--- src/design/cotb_pkg.sv ---
`default_nettype none

package cotb_pkg;

	localparam int NUM_TIMERS  = 3;
	localparam int COUNT_WIDTH = 16;
	localparam int IRQ_LINES   = 3;

	// Item actions
	localparam logic [1:0] ACT_TICK  = 2'd0;
	localparam logic [1:0] ACT_READ  = 2'd1;
	localparam logic [1:0] ACT_WRITE = 2'd2;

	// Register selects
	localparam logic [1:0] REG_COUNT   = 2'd0;
	localparam logic [1:0] REG_MODE    = 2'd1;
	localparam logic [1:0] REG_COMPARE = 2'd2;

	// Clock sources
	localparam logic [1:0] CLK_BUS    = 2'd0;
	localparam logic [1:0] CLK_DIV16  = 2'd1;
	localparam logic [1:0] CLK_DIV256 = 2'd2;
	localparam logic [1:0] CLK_HBLANK = 2'd3;

	// Mode register bit positions
	localparam int MODE_CLK_LO   = 0;
	localparam int MODE_CLK_HI   = 1;
	localparam int MODE_ZERO     = 6;
	localparam int MODE_ENABLE   = 7;
	localparam int MODE_CMP_IRQ  = 8;
	localparam int MODE_OVF_IRQ  = 9;
	localparam int MODE_CMP_FLAG = 10;
	localparam int MODE_OVF_FLAG = 11;

	typedef logic [COUNT_WIDTH-1:0] cnt_t;

	typedef struct packed {
		logic [1:0]  action;
		logic        hblank_pulse;
		logic [1:0]  timer_index;
		logic [1:0]  reg_select;
		logic [15:0] write_data;
	} item_t;

	typedef struct packed {
		logic [15:0]          read_data;
		logic [IRQ_LINES-1:0] irq_lines;
	} result_t;

	typedef struct packed {
		logic en;
		logic p16;
		logic p256;
		logic hblank;
	} tick_t;

	typedef struct packed {
		logic        en;
		logic [1:0]  reg_select;
		logic [15:0] data;
	} wr_t;

	typedef struct packed {
		cnt_t        count;
		cnt_t        compare;
		logic [15:0] mode;
		logic        irq_next;
	} view_t;

endpackage

`default_nettype wire

--- src/design/cotb_timer.sv ---
`default_nettype none

module cotb_timer (
	input  logic             clk,
	input  logic             arst_n,
	input  logic             step,
	input  cotb_pkg::tick_t  tick,
	input  cotb_pkg::wr_t    wr,
	output cotb_pkg::view_t  view
);
	import cotb_pkg::*;

	cnt_t       count_q, compare_q;
	logic [1:0] src_q;
	logic       zero_q, enable_q, cmp_ie_q, ovf_ie_q, cmp_f_q, ovf_f_q;

	cnt_t       count_d, compare_d, inc;
	logic [1:0] src_d;
	logic       zero_d, enable_d, cmp_ie_d, ovf_ie_d, cmp_f_d, ovf_f_d;
	logic       pulse, advance;

	always_comb begin
		case (src_q)
			CLK_BUS:    pulse = 1'b1;
			CLK_DIV16:  pulse = tick.p16;
			CLK_DIV256: pulse = tick.p256;
			default:    pulse = tick.hblank;
		endcase
		advance = tick.en && enable_q && pulse;
		inc     = count_q + cnt_t'(1);

		count_d   = count_q;
		compare_d = compare_q;
		src_d     = src_q;
		zero_d    = zero_q;
		enable_d  = enable_q;
		cmp_ie_d  = cmp_ie_q;
		ovf_ie_d  = ovf_ie_q;
		cmp_f_d   = cmp_f_q;
		ovf_f_d   = ovf_f_q;

		if (advance) begin
			count_d = inc;
			if (&count_q) begin
				ovf_f_d = 1'b1;
			end
			// Compare is checked against the incremented value, so a wrap onto
			// a compare of zero raises both flags.
			if (inc == compare_q) begin
				cmp_f_d = 1'b1;
				if (zero_q) begin
					count_d = '0;
				end
			end
		end

		if (wr.en) begin
			unique case (wr.reg_select)
				REG_COUNT: begin
					count_d = cnt_t'(wr.data);
				end
				REG_MODE: begin
					src_d    = wr.data[MODE_CLK_HI:MODE_CLK_LO];
					zero_d   = wr.data[MODE_ZERO];
					enable_d = wr.data[MODE_ENABLE];
					cmp_ie_d = wr.data[MODE_CMP_IRQ];
					ovf_ie_d = wr.data[MODE_OVF_IRQ];
					if (wr.data[MODE_CMP_FLAG]) begin
						cmp_f_d = 1'b0;
					end
					if (wr.data[MODE_OVF_FLAG]) begin
						ovf_f_d = 1'b0;
					end
				end
				REG_COMPARE: begin
					compare_d = cnt_t'(wr.data);
				end
				default: begin
				end
			endcase
		end
	end

	always_ff @(posedge clk or negedge arst_n) begin
		if (!arst_n) begin
			count_q   <= '0;
			compare_q <= '0;
			src_q     <= CLK_BUS;
			zero_q    <= 1'b0;
			enable_q  <= 1'b0;
			cmp_ie_q  <= 1'b0;
			ovf_ie_q  <= 1'b0;
			cmp_f_q   <= 1'b0;
			ovf_f_q   <= 1'b0;
		end else if (step) begin
			count_q   <= count_d;
			compare_q <= compare_d;
			src_q     <= src_d;
			zero_q    <= zero_d;
			enable_q  <= enable_d;
			cmp_ie_q  <= cmp_ie_d;
			ovf_ie_q  <= ovf_ie_d;
			cmp_f_q   <= cmp_f_d;
			ovf_f_q   <= ovf_f_d;
		end
	end

	assign view.count    = count_q;
	assign view.compare  = compare_q;
	assign view.mode     = {4'b0000, ovf_f_q, cmp_f_q, ovf_ie_q, cmp_ie_q,
	                        enable_q, zero_q, 4'b0000, src_q};
	// The result reports the interrupt level after this transfer's update.
	assign view.irq_next = (cmp_f_d && cmp_ie_d) || (ovf_f_d && ovf_ie_d);

endmodule

`default_nettype wire

--- src/design/compare_overflow_timer_bank.sv ---
// Channel   Direction  Handshake                  Payload
// item      in         item_valid / item_ready    cotb_pkg::item_t
// result    out        result_valid / result_ready cotb_pkg::result_t
//
// One item per cycle is sustained while result_ready is high; each item gives
// one result through an input register and then a result register.
// All timer state updates in the cycle the item leaves the input register.
// arst_n clears all timers, the prescaler and both valid flags.
// A stalled result holds the item in the input register; a further item is
// taken once the result register frees, so the block never loses a cycle.
`default_nettype none

module compare_overflow_timer_bank (
	input  logic                clk,
	input  logic                arst_n,
	input  logic                item_valid,
	output logic                item_ready,
	input  cotb_pkg::item_t     item,
	output logic                result_valid,
	input  logic                result_ready,
	output cotb_pkg::result_t   result
);
	import cotb_pkg::*;

	item_t                item_s1;
	logic                 valid_s1;
	result_t              result_q;
	logic                 result_valid_q;
	logic [7:0]           pre_q;
	logic [7:0]           pre_next;
	logic                 move;
	logic                 is_tick;
	tick_t                tick;
	view_t                view [NUM_TIMERS];
	logic [NUM_TIMERS-1:0] irq_vec;
	logic [IRQ_LINES-1:0] irq_out;
	logic [15:0]          rd;

	assign move       = valid_s1 && (!result_valid_q || result_ready);
	assign item_ready = !valid_s1 || move;
	assign is_tick    = (item_s1.action == ACT_TICK);
	assign pre_next   = pre_q + 8'd1;

	assign tick.en     = is_tick;
	assign tick.p16    = (pre_next[3:0] == 4'd0);
	assign tick.p256   = (pre_next == 8'd0);
	assign tick.hblank = item_s1.hblank_pulse;

	for (genvar t = 0; t < NUM_TIMERS; t++) begin : g_timer
		wr_t  wr;
		logic hit;

		assign hit           = (32'(item_s1.timer_index) == t);
		assign wr.en         = hit && (item_s1.action == ACT_WRITE);
		assign wr.reg_select = item_s1.reg_select;
		assign wr.data       = item_s1.write_data;

		cotb_timer u_timer (
			.clk    (clk),
			.arst_n (arst_n),
			.step   (move),
			.tick   (tick),
			.wr     (wr),
			.view   (view[t])
		);

		assign irq_vec[t] = view[t].irq_next;
	end

	for (genvar b = 0; b < IRQ_LINES; b++) begin : g_irq
		if (b < NUM_TIMERS) begin : g_on
			assign irq_out[b] = irq_vec[b];
		end else begin : g_off
			assign irq_out[b] = 1'b0;
		end
	end

	always_comb begin
		rd = 16'd0;
		if (item_s1.action == ACT_READ) begin
			for (int t = 0; t < NUM_TIMERS; t++) begin
				if (32'(item_s1.timer_index) == t) begin
					unique case (item_s1.reg_select)
						REG_COUNT:   rd = 16'(view[t].count);
						REG_MODE:    rd = view[t].mode;
						REG_COMPARE: rd = 16'(view[t].compare);
						default:     rd = 16'd0;
					endcase
				end
			end
		end
	end

	always_ff @(posedge clk or negedge arst_n) begin
		if (!arst_n) begin
			valid_s1       <= 1'b0;
			result_valid_q <= 1'b0;
			pre_q          <= 8'd0;
		end else begin
			if (item_valid && item_ready) begin
				valid_s1 <= 1'b1;
			end else if (move) begin
				valid_s1 <= 1'b0;
			end
			if (move) begin
				result_valid_q <= 1'b1;
			end else if (result_ready) begin
				result_valid_q <= 1'b0;
			end
			if (move && is_tick) begin
				pre_q <= pre_next;
			end
		end
	end

	always_ff @(posedge clk) begin
		if (item_valid && item_ready) begin
			item_s1 <= item;
		end
		if (move) begin
			result_q.read_data <= rd;
			result_q.irq_lines <= irq_out;
		end
	end

	assign result_valid = result_valid_q;
	assign result       = result_q;

endmodule

`default_nettype wire

--- config.mk ---
export PLATFORM = sky130hd
export DESIGN_NAME = compare_overflow_timer_bank
export DESIGN_NICKNAME = d
export VERILOG_FILES = /design/src/design/cotb_pkg.sv /design/src/design/cotb_timer.sv /design/src/design/compare_overflow_timer_bank.sv
export SDC_FILE = /design/constraint.sdc
export NUM_CORES = 1
export LEC_CHECK = 0
export ABC_AREA = 1
export BUFFER_PORTS_ARGS = -buffer_cell sky130_fd_sc_hd__buf_4
export CORE_UTILIZATION = 55
export DETAILED_ROUTE_END_ITERATION = 12
export GPL_TIMING_DRIVEN = 0
export PLACE_DENSITY = 0.78
export SYNTH_ARGS = -nofsm -noshare
export SYNTH_HDL_FRONTEND = slang
export SYNTH_SLANG_ARGS = --single-unit
export TNS_END_PERCENT = 100
--- constraint.sdc ---
create_clock -name clk -period 2.4 [get_ports clk]
set_clock_uncertainty 0.2 [all_clocks]
set_input_delay 0.24 -clock clk [delete_from_list [all_inputs] [get_ports clk]]
set_output_delay 0.24 -clock clk [all_outputs]
set_load 0.1 [all_outputs]
==> impl_results.md, run 1 <==
* Clock latency on the worst-skew pair at 0.46 ns
* Antenna-violating nets left at 0
* Synthesis-to-finish area growth at 30.8%
* Failing checks: setup timing
* Flop pwr share at 28.3%
* Final hold vios at 0
* Reg-to-reg slack, setup at -0.18 ns
* Crit path top cell by count: nand2_2
* CTS tree: done
* Dpl cells at 1961
* Worst relative slew slack at 40.9%
* Layout Utilization at 74.1%
* DRC at 0
* Cell chain of the critical path: ha_4 > nand2_4 > nor2_4 > buf_4 > nand4_1 > nand2_1 > nand2_1 > nand2_2 > nand2_2 > nor2_4 > buf_4 > buf_8 > nand4_1 > nand3_2 > nand2_2 > a21oi_2
* Comb pwr share at 52.7%
* WP data arrival at 2.76 ns
* Total wire length at 45800 um
* Global routing's busiest layer: met2
* Die H at 145 um
* Initial Util at 56.7%
* RR Endpoint: g_timer[1].u_timer.count_q[6]$_DFFE_PN0P_
* I/O pin total at 48
* Nets at 1846
* RSZ-0062 raised after global routing: yes
* Synthesized area at 11200 um2
* Clock Root Buffer: clkbuf_16
* Avg Cell Area, Syn at 6.78 um2
* Max VDD drop at 0.000625 V
* Per-cell routed wire length at 21.9 um
* Synth async-reset ratio at 75.6%
* Vias per cell at 6.15
* Share of cells above drive strength 1 at 26.3%
* Leakage at 6.84 nW
* Commonest register cell after synthesis: dfrtp_1
* CTS Sinks at 172
* Pwr Density at 1120 nW/um2
* Max incr delay on CP at 0.44 ns
* Worst-path clk slew at 0.09 ns
* Crit end category: flip-flop
* Die X at 145 um
* Crit Path Class: flip-flop to flip-flop
* Met1 usage at 55.2%
* Die ar. at 20900 um2
* Worst R2R Start: g_timer[1].u_timer.count_q[0]$_DFFE_PN0P_
* Slowest-stage cell, CP: dfrtp_2
* Total core area at 19700 um2
* CP Launch Type: flip-flop
* Synthesis-stage register bit count at 172
* Bufs on Longest Clock Path at 2
* Remaining Overflow, GRT at 0
* Min Tclk post-route at 2.58 ns
* Sw Ratio at 49.1%
* Post-synthesis sequential area ratio at 40.4%
* Vias in the first global route at 11600
* Synth cell types at 44
* Initial antenna violation count at 3
* Setup TNS at -5.24 ns
* Met3 usage at 12.9%
* Sw Pwr at 8.01 mW
* Worst endpoint required time at 2.59 ns
* Clock power frac at 19.0%
* Internal power at 8.30 mW
* H-Tree Depth at 4
* Fill count at 1531
* Power Total at 16.3 mW
* Net Count, Synth at 1679
* Post-synth EDFFs at 42
* Routing usage on met2 at 66.7%
* CTS Buf Count at 17
* PnR worst setup slack at -0.176 ns
* Max-slew violation count at 0
* Routed via count at 12900
* Row Count at 51
* Routability cong. at 1.04
* Largest net degree at the start of global routing at 96
* Tcrit/Tclk final at 107%
* Ys Warns at 0
* Worst Hold Class: input pin to asynchronous set/reset pin
* First drt pass iteration count at 7
* Port-buffer cells at 47
* Post-route insts no fill at 2094
* First-pass GRT wire length at 66100 um
* DPL Wire Length at 31100 um
* Crit path capture: g_timer[1].u_timer.count_q[6]$_DFFE_PN0P_
* Max-cap violations at 0
* Critical path fanouts, max at 10
* Initial DRC Count at 1315
* Count of final setup violators at 56
* Status: finished with violations
* Worst slew pin tran at 0.887 ns
* Max Clk Rate at 388 MHz
* Overall Global Routing Usage at 44.0%
* R2R depth at 16
* Cells after Synth at 1648
* Setup crit start: g_timer[1].u_timer.count_q[0]$_DFFE_PN0P_
-- through the flow --
step / hold WS [ns] / instance area (um2) / setup slack [ns]
final: 0.0452 / 14600 / -0.176
after global routing: 0.0932 / 14600 / -0.347
after CTS: 0.0606 / 13800 / -0.0627
after detailed placement: -0.0336 / 11900 / -0.798
after global placement: 0.218 / 11900 / -0.739
after floorplan: -0.256 / 11200 / 0.0629
-- state kept, by name, indices dropped and copies added (netlist names) --
| name | count |
|---|---|
| g_timer.u_timer.ovf_f_q | 3 |
| item_s1 | 5 |
| g_timer.u_timer.count_q | 48 |
| result | 19 |
| g_timer.u_timer.cmp_ie_q | 3 |
| g_timer.u_timer.enable_q | 3 |
| g_timer.u_timer.compare_q | 48 |
| g_timer.u_timer.src_q | 6 |
| result_valid | 1 |
| pre_q | 8 |
| g_timer.u_timer.zero_q | 3 |
| g_timer.u_timer.cmp_f_q | 3 |
| valid_s1 | 1 |
| g_timer.u_timer.ovf_ie_q | 3 |
| g_timer.wr | 18 |
-- kinds of logic (layout without fill, tap and decap cells) --
| kind of cell | after synthesis | in the layout | synth area share (%) |
|---|---|---|---|
| and+or+nand+nor | 905 | 905 | 33.9 |
| AOI/OAI and AO/OA | 312 | 312 | 15.5 |
| buffers and inverters | 240 | 420 | 8.47 |
| DFF | 172 | 172 | 40.4 |
| xor gates and xnor gates | 15 | 15 | 1.30 |
| adders and majority gates | 4 | 4 | 0.448 |
| other | 0 | 1 | 0 |
-- cell usage after synthesis, types with 2 or more instances --
| library cell | number | area [um2] |
|---|---|---|
| xor2_1 | 9 | 78.8 |
| nor2_1 | 171 | 642 |
| nor2_2 | 13 | 81.3 |
| a21oi_1 | 124 | 621 |
| clkbuf_1 | 48 | 180 |
| inv_2 | 3 | 11.3 |
| a221oi_1 | 2 | 17.5 |
| dfrtp_1 | 130 | 3250 |
| inv_1 | 173 | 649 |
| nand3_4 | 2 | 35.0 |
| nand3_1 | 108 | 541 |
| nor3_1 | 2 | 10.0 |
| buf_6 | 4 | 45.0 |
| o22ai_1 | 31 | 194 |
| a31oi_1 | 3 | 18.8 |
| o21ai_2 | 2 | 17.5 |
| a21oi_2 | 13 | 114 |
| o211ai_1 | 3 | 22.5 |
| xnor2_1 | 5 | 43.8 |
| buf_4 | 2 | 15.0 |
| nand3_2 | 3 | 30.0 |
| edfxtp_1 | 42 | 1260 |
| nand2_2 | 5 | 31.3 |
| o221ai_1 | 9 | 78.8 |
| clkinv_1 | 2 | 7.51 |
| nand3b_1 | 9 | 67.6 |
| nand4_1 | 35 | 219 |
| nand2_1 | 549 | 2060 |
| a21boi_0 | 2 | 15.0 |
| ha_1 | 4 | 50.1 |
| o21ai_0 | 110 | 551 |
| o21ai_1 | 9 | 45.0 |
| nor2_4 | 4 | 45.0 |
| buf_2 | 7 | 35.0 |
-- final cells by class --
cell class	instances	area, um2	area share [%]
Antenna cell	1	2.50	0.0171
Clock buffer	17	425	2.91
Inverter	178	686	4.69
Clock inverter	15	231	1.58
Sequential cell	172	4540	31.1
Buffer	61	383	2.62
Timing Repair Buffer	149	1290	8.81
Multi-Input combinational cell	1236	6730	46.0
Tap cell	265	332	2.27
-- worst max-delay path: cells and delay by family, from the launching register on --
family | cells | cell delay, ns
buf+inv | 3 | 0.42
simple gates | 11 | 1.12
compound gates | 1 | 0.12
flops | 1 | 0.44
fa+ha+maj | 1 | 0.21
-- worst min path at each step --
| stage | start | end | slack [ns] |
|---|---|---|---|
| floorplan | arst_n | g_timer[0].u_timer.cmp_f_q$_DFFE_PN0P_ | -0.26 |
| global placement | item[15] | g_timer[0].wr[15]$_DFFE_PP_ | 0.22 |
| detailed placement | arst_n | g_timer[1].u_timer.count_q[7]$_DFFE_PN0P_ | -0.03 |
| CTS | arst_n | g_timer[1].u_timer.count_q[6]$_DFFE_PN0P_ | 0.06 |
| global route | arst_n | g_timer[1].u_timer.count_q[7]$_DFFE_PN0P_ | 0.09 |
| finish | arst_n | g_timer[1].u_timer.count_q[7]$_DFFE_PN0P_ | 0.05 |
-- layer usage --
metal  share of wire, %  wire (um)
met5              0.028         13
met3                 13       5860
met4                6.7       3080
met2                 44      19900
met1                 37      16900
-- layout by cell type, fill, tap and decap left out, drive strengths merged, types with 4 or more instances in the layout --
master and n:
a21oi 137, buf 136, clkbuf 63, clkinv 4
dfrtp 130, dlygate4sd3 28, edfxtp 42, ha 4
inv 189, nand2 554, nand3 113, nand3b 9
nand4 35, nor2 188, o21ai 121, o221ai 9
o22ai 31, xnor2 5, xor2 9
-- power by group through the flow --
stage	sequential (mW)	combinational, mW	clock [mW]
after floorplan	4.63	4.34	0
after global placement	4.56	6.05	0
after detailed placement	4.57	6.15	0
after CTS	4.51	7.17	3.08
after global routing	4.67	9.26	3.20
final	4.62	8.60	3.10
-- repair_timing --
| item | 4_1_cts | 5_1_grt |
|---|---|---|
| pin swaps | 25 | 47 |
| endpoints found under the hold margin | 155 | 0 |
| buffers inserted | 39 | 31 |
| resized for setup | 194 | 204 |
| setup endpoints to repair | 111 | 134 |
| hold buffers | 28 | 0 |
| cloned | 2 | 1 |
Note: power is estimated with default switching activity, not from simulation.
==> run 2: changes to the inputs <==
--- a/config.mk
+++ b/config.mk
@@ -7,10 +7,10 @@
 export LEC_CHECK = 0
 export ABC_AREA = 1
 export BUFFER_PORTS_ARGS = -buffer_cell sky130_fd_sc_hd__buf_4
-export CORE_UTILIZATION = 55
+export CORE_UTILIZATION = 50
 export DETAILED_ROUTE_END_ITERATION = 12
 export GPL_TIMING_DRIVEN = 0
-export PLACE_DENSITY = 0.78
+export PLACE_DENSITY = 0.72
 export SYNTH_ARGS = -nofsm -noshare
 export SYNTH_HDL_FRONTEND = slang
 export SYNTH_SLANG_ARGS = --single-unit
==> impl_results.md, run 2 (same netlist as run 1, synthesis figures left out) <==
* Synthesis-to-finish area growth at 30.2%
* Final hold vios at 0
* Share of cells above drive strength 1 at 25.7%
* Crit Path Class: flip-flop to flip-flop
* Status: finished with violations
* Overall Global Routing Usage at 39.5%
* Initial Util at 51.1%
* Nets at 1837
* Worst relative slew slack at 40.0%
* Routed via count at 12600
* Remaining Overflow, GRT at 0
* Largest net degree at the start of global routing at 92
* Total wire length at 45300 um
* DRC at 0
* Max Clk Rate at 386 MHz
* Row Count at 54
* CP Launch Type: flip-flop
* Worst Hold Class: input pin to asynchronous set/reset pin
* PnR worst setup slack at -0.187 ns
* Initial antenna violation count at 0
* Layout Utilization at 66.5%
* Setup crit start: g_timer[1].u_timer.count_q[0]$_DFFE_PN0P_
* Leakage at 6.81 nW
* Final hold slack at 0.0430 ns
* Antenna-violating nets left at 0
* Die X at 152 um
* Dpl cells at 1976
* Worst R2R Start: g_timer[1].u_timer.count_q[0]$_DFFE_PN0P_
* Routability cong. at 0.991
* Die H at 152 um
* Per-cell routed wire length at 21.6 um
* Clock Root Buffer: clkbuf_16
* Fill count at 1938
* Pwr Density at 1100 nW/um2
* Vias per cell at 6.00
* H-Tree Depth at 4
* I/O pin total at 48
* Min Tclk post-route at 2.59 ns
* Failing checks: setup timing
* Power Total at 16.0 mW
* Sequential standard cell area at 4540 um2
* Initial DRC Count at 1449
* Count of final setup violators at 50
* Clock latency on the worst-skew pair at 0.46 ns
* Inserted Diodes at 0
* First-pass GRT wire length at 65900 um
* Crit path capture: g_timer[1].u_timer.count_q[15]$_DFFE_PN0P_
* Tcrit/Tclk final at 108%
* Footprint of the multi-input gates at 6690 um2
* Post-route insts no fill at 2099
* DPL Wire Length at 31100 um
* Most common cell after layout, fill and taps aside: nand2_1
* Total core area at 21900 um2
* Worst endpoint required time at 2.54 ns
* Most frequent cells in the layout: nand2_1 (453), inv_1 (164), nor2_1 (132), dfrtp_1 (107), buf_4 (99)
* Reg-to-reg slack, setup at -0.19 ns
* R2R depth at 14
* Setup TNS at -4.36 ns
* Max VDD drop at 0.000699 V
* Worst slew pin tran at 0.900 ns
* Worst-path clk slew at 0.09 ns
* WP data arrival at 2.73 ns
* RR Endpoint: g_timer[1].u_timer.count_q[15]$_DFFE_PN0P_
* Max-slew violation count at 0
* First drt pass iteration count at 8
* Bufs on Longest Clock Path at 2
* CTS Sinks at 172
* Crit end category: flip-flop
* CTS tree: done
* Port-buffer cells at 47
* CTS Buf Count at 17
* Critical path fanouts, max at 5
* Vias in the first global route at 11500
* Die ar. at 23000 um2
* RSZ-0062 raised after global routing: yes
* Max-cap violations at 0
==> run 2: timing repair <==
action	in CTS	in global routing
gates cloned	2	3
hold endpoints to repair	129	0
buffers inserted	33	25
endpoints found under the setup margin	126	131
pin swaps	35	66
resized for setup	168	237
hold buffers	28	0
==> run 2: worst min-delay path by stage <==
stage | from | endpoint | slack (ns) | cells past startpoint
floorplan | arst_n | g_timer[0].u_timer.cmp_f_q$_DFFE_PN0P_ | -0.26 | 0
global placement | item[15] | g_timer[0].wr[15]$_DFFE_PP_ | 0.22 | 1
detailed placement | arst_n | g_timer[1].u_timer.count_q[7]$_DFFE_PN0P_ | -0.02 | 1
CTS | arst_n | g_timer[1].u_timer.count_q[7]$_DFFE_PN0P_ | 0.07 | 2
global route | arst_n | g_timer[1].u_timer.count_q[7]$_DFFE_PN0P_ | 0.11 | 2
finish | arst_n | g_timer[1].u_timer.count_q[7]$_DFFE_PN0P_ | 0.04 | 2
==> run 2: critical path: stages, from the launching register on <==
cell and delay [ns]:
dfrtp_2 0.45, nand3_2 0.21, nor2_4 0.18, nand4_1 0.14
nand2_1 0.14, nand2_1 0.06, nand2_1 0.13, nand2_2 0.09
nor2_4 0.19, nand3_4 0.20, buf_8 0.21, nand2_2 0.06
nand3_2 0.06, nand2_2 0.08, a21oi_2 0.05
==> run 2: per-stage QoR <==
stage          worst slack, ns  cell area (um2)
3_5_place_dp            -0.618            11900
4_1_cts                 -0.103            13600
2_1_floorplan           0.0629            11200
5_1_grt                 -0.259            14600
3_3_place_gp            -0.545            11900
6_report                -0.187            14600
==> run 2: power by group <==
group	leakage [nW]	switching, mW	total, mW	internal (mW)
sequential	1.99	0.857	4.60	3.74
combinational	4.50	5.44	8.34	2.90
clock	0.315	1.62	3.11	1.49
total	6.81	7.92	16.0	8.13
==> run 2: cell type report <==
class,count,area share (%)
repair buffers,139,8.48
flip-flops and latches,172,31.2
clock inverters,15,1.58
clock buffers,17,2.92
well taps,280,2.41
multi-input cells,1236,46.0
inverters,178,4.76
plain buffers,62,2.68
==> run 2: per-layer routing <==
layer	up-vias	track usage (%)	part of all wire (%)
met5	-	0	0
met4	0	18.8	5.3
met3	156	10.3	11
met2	808	61.5	45
met1	5910	51.2	39
li1	5713	-	-
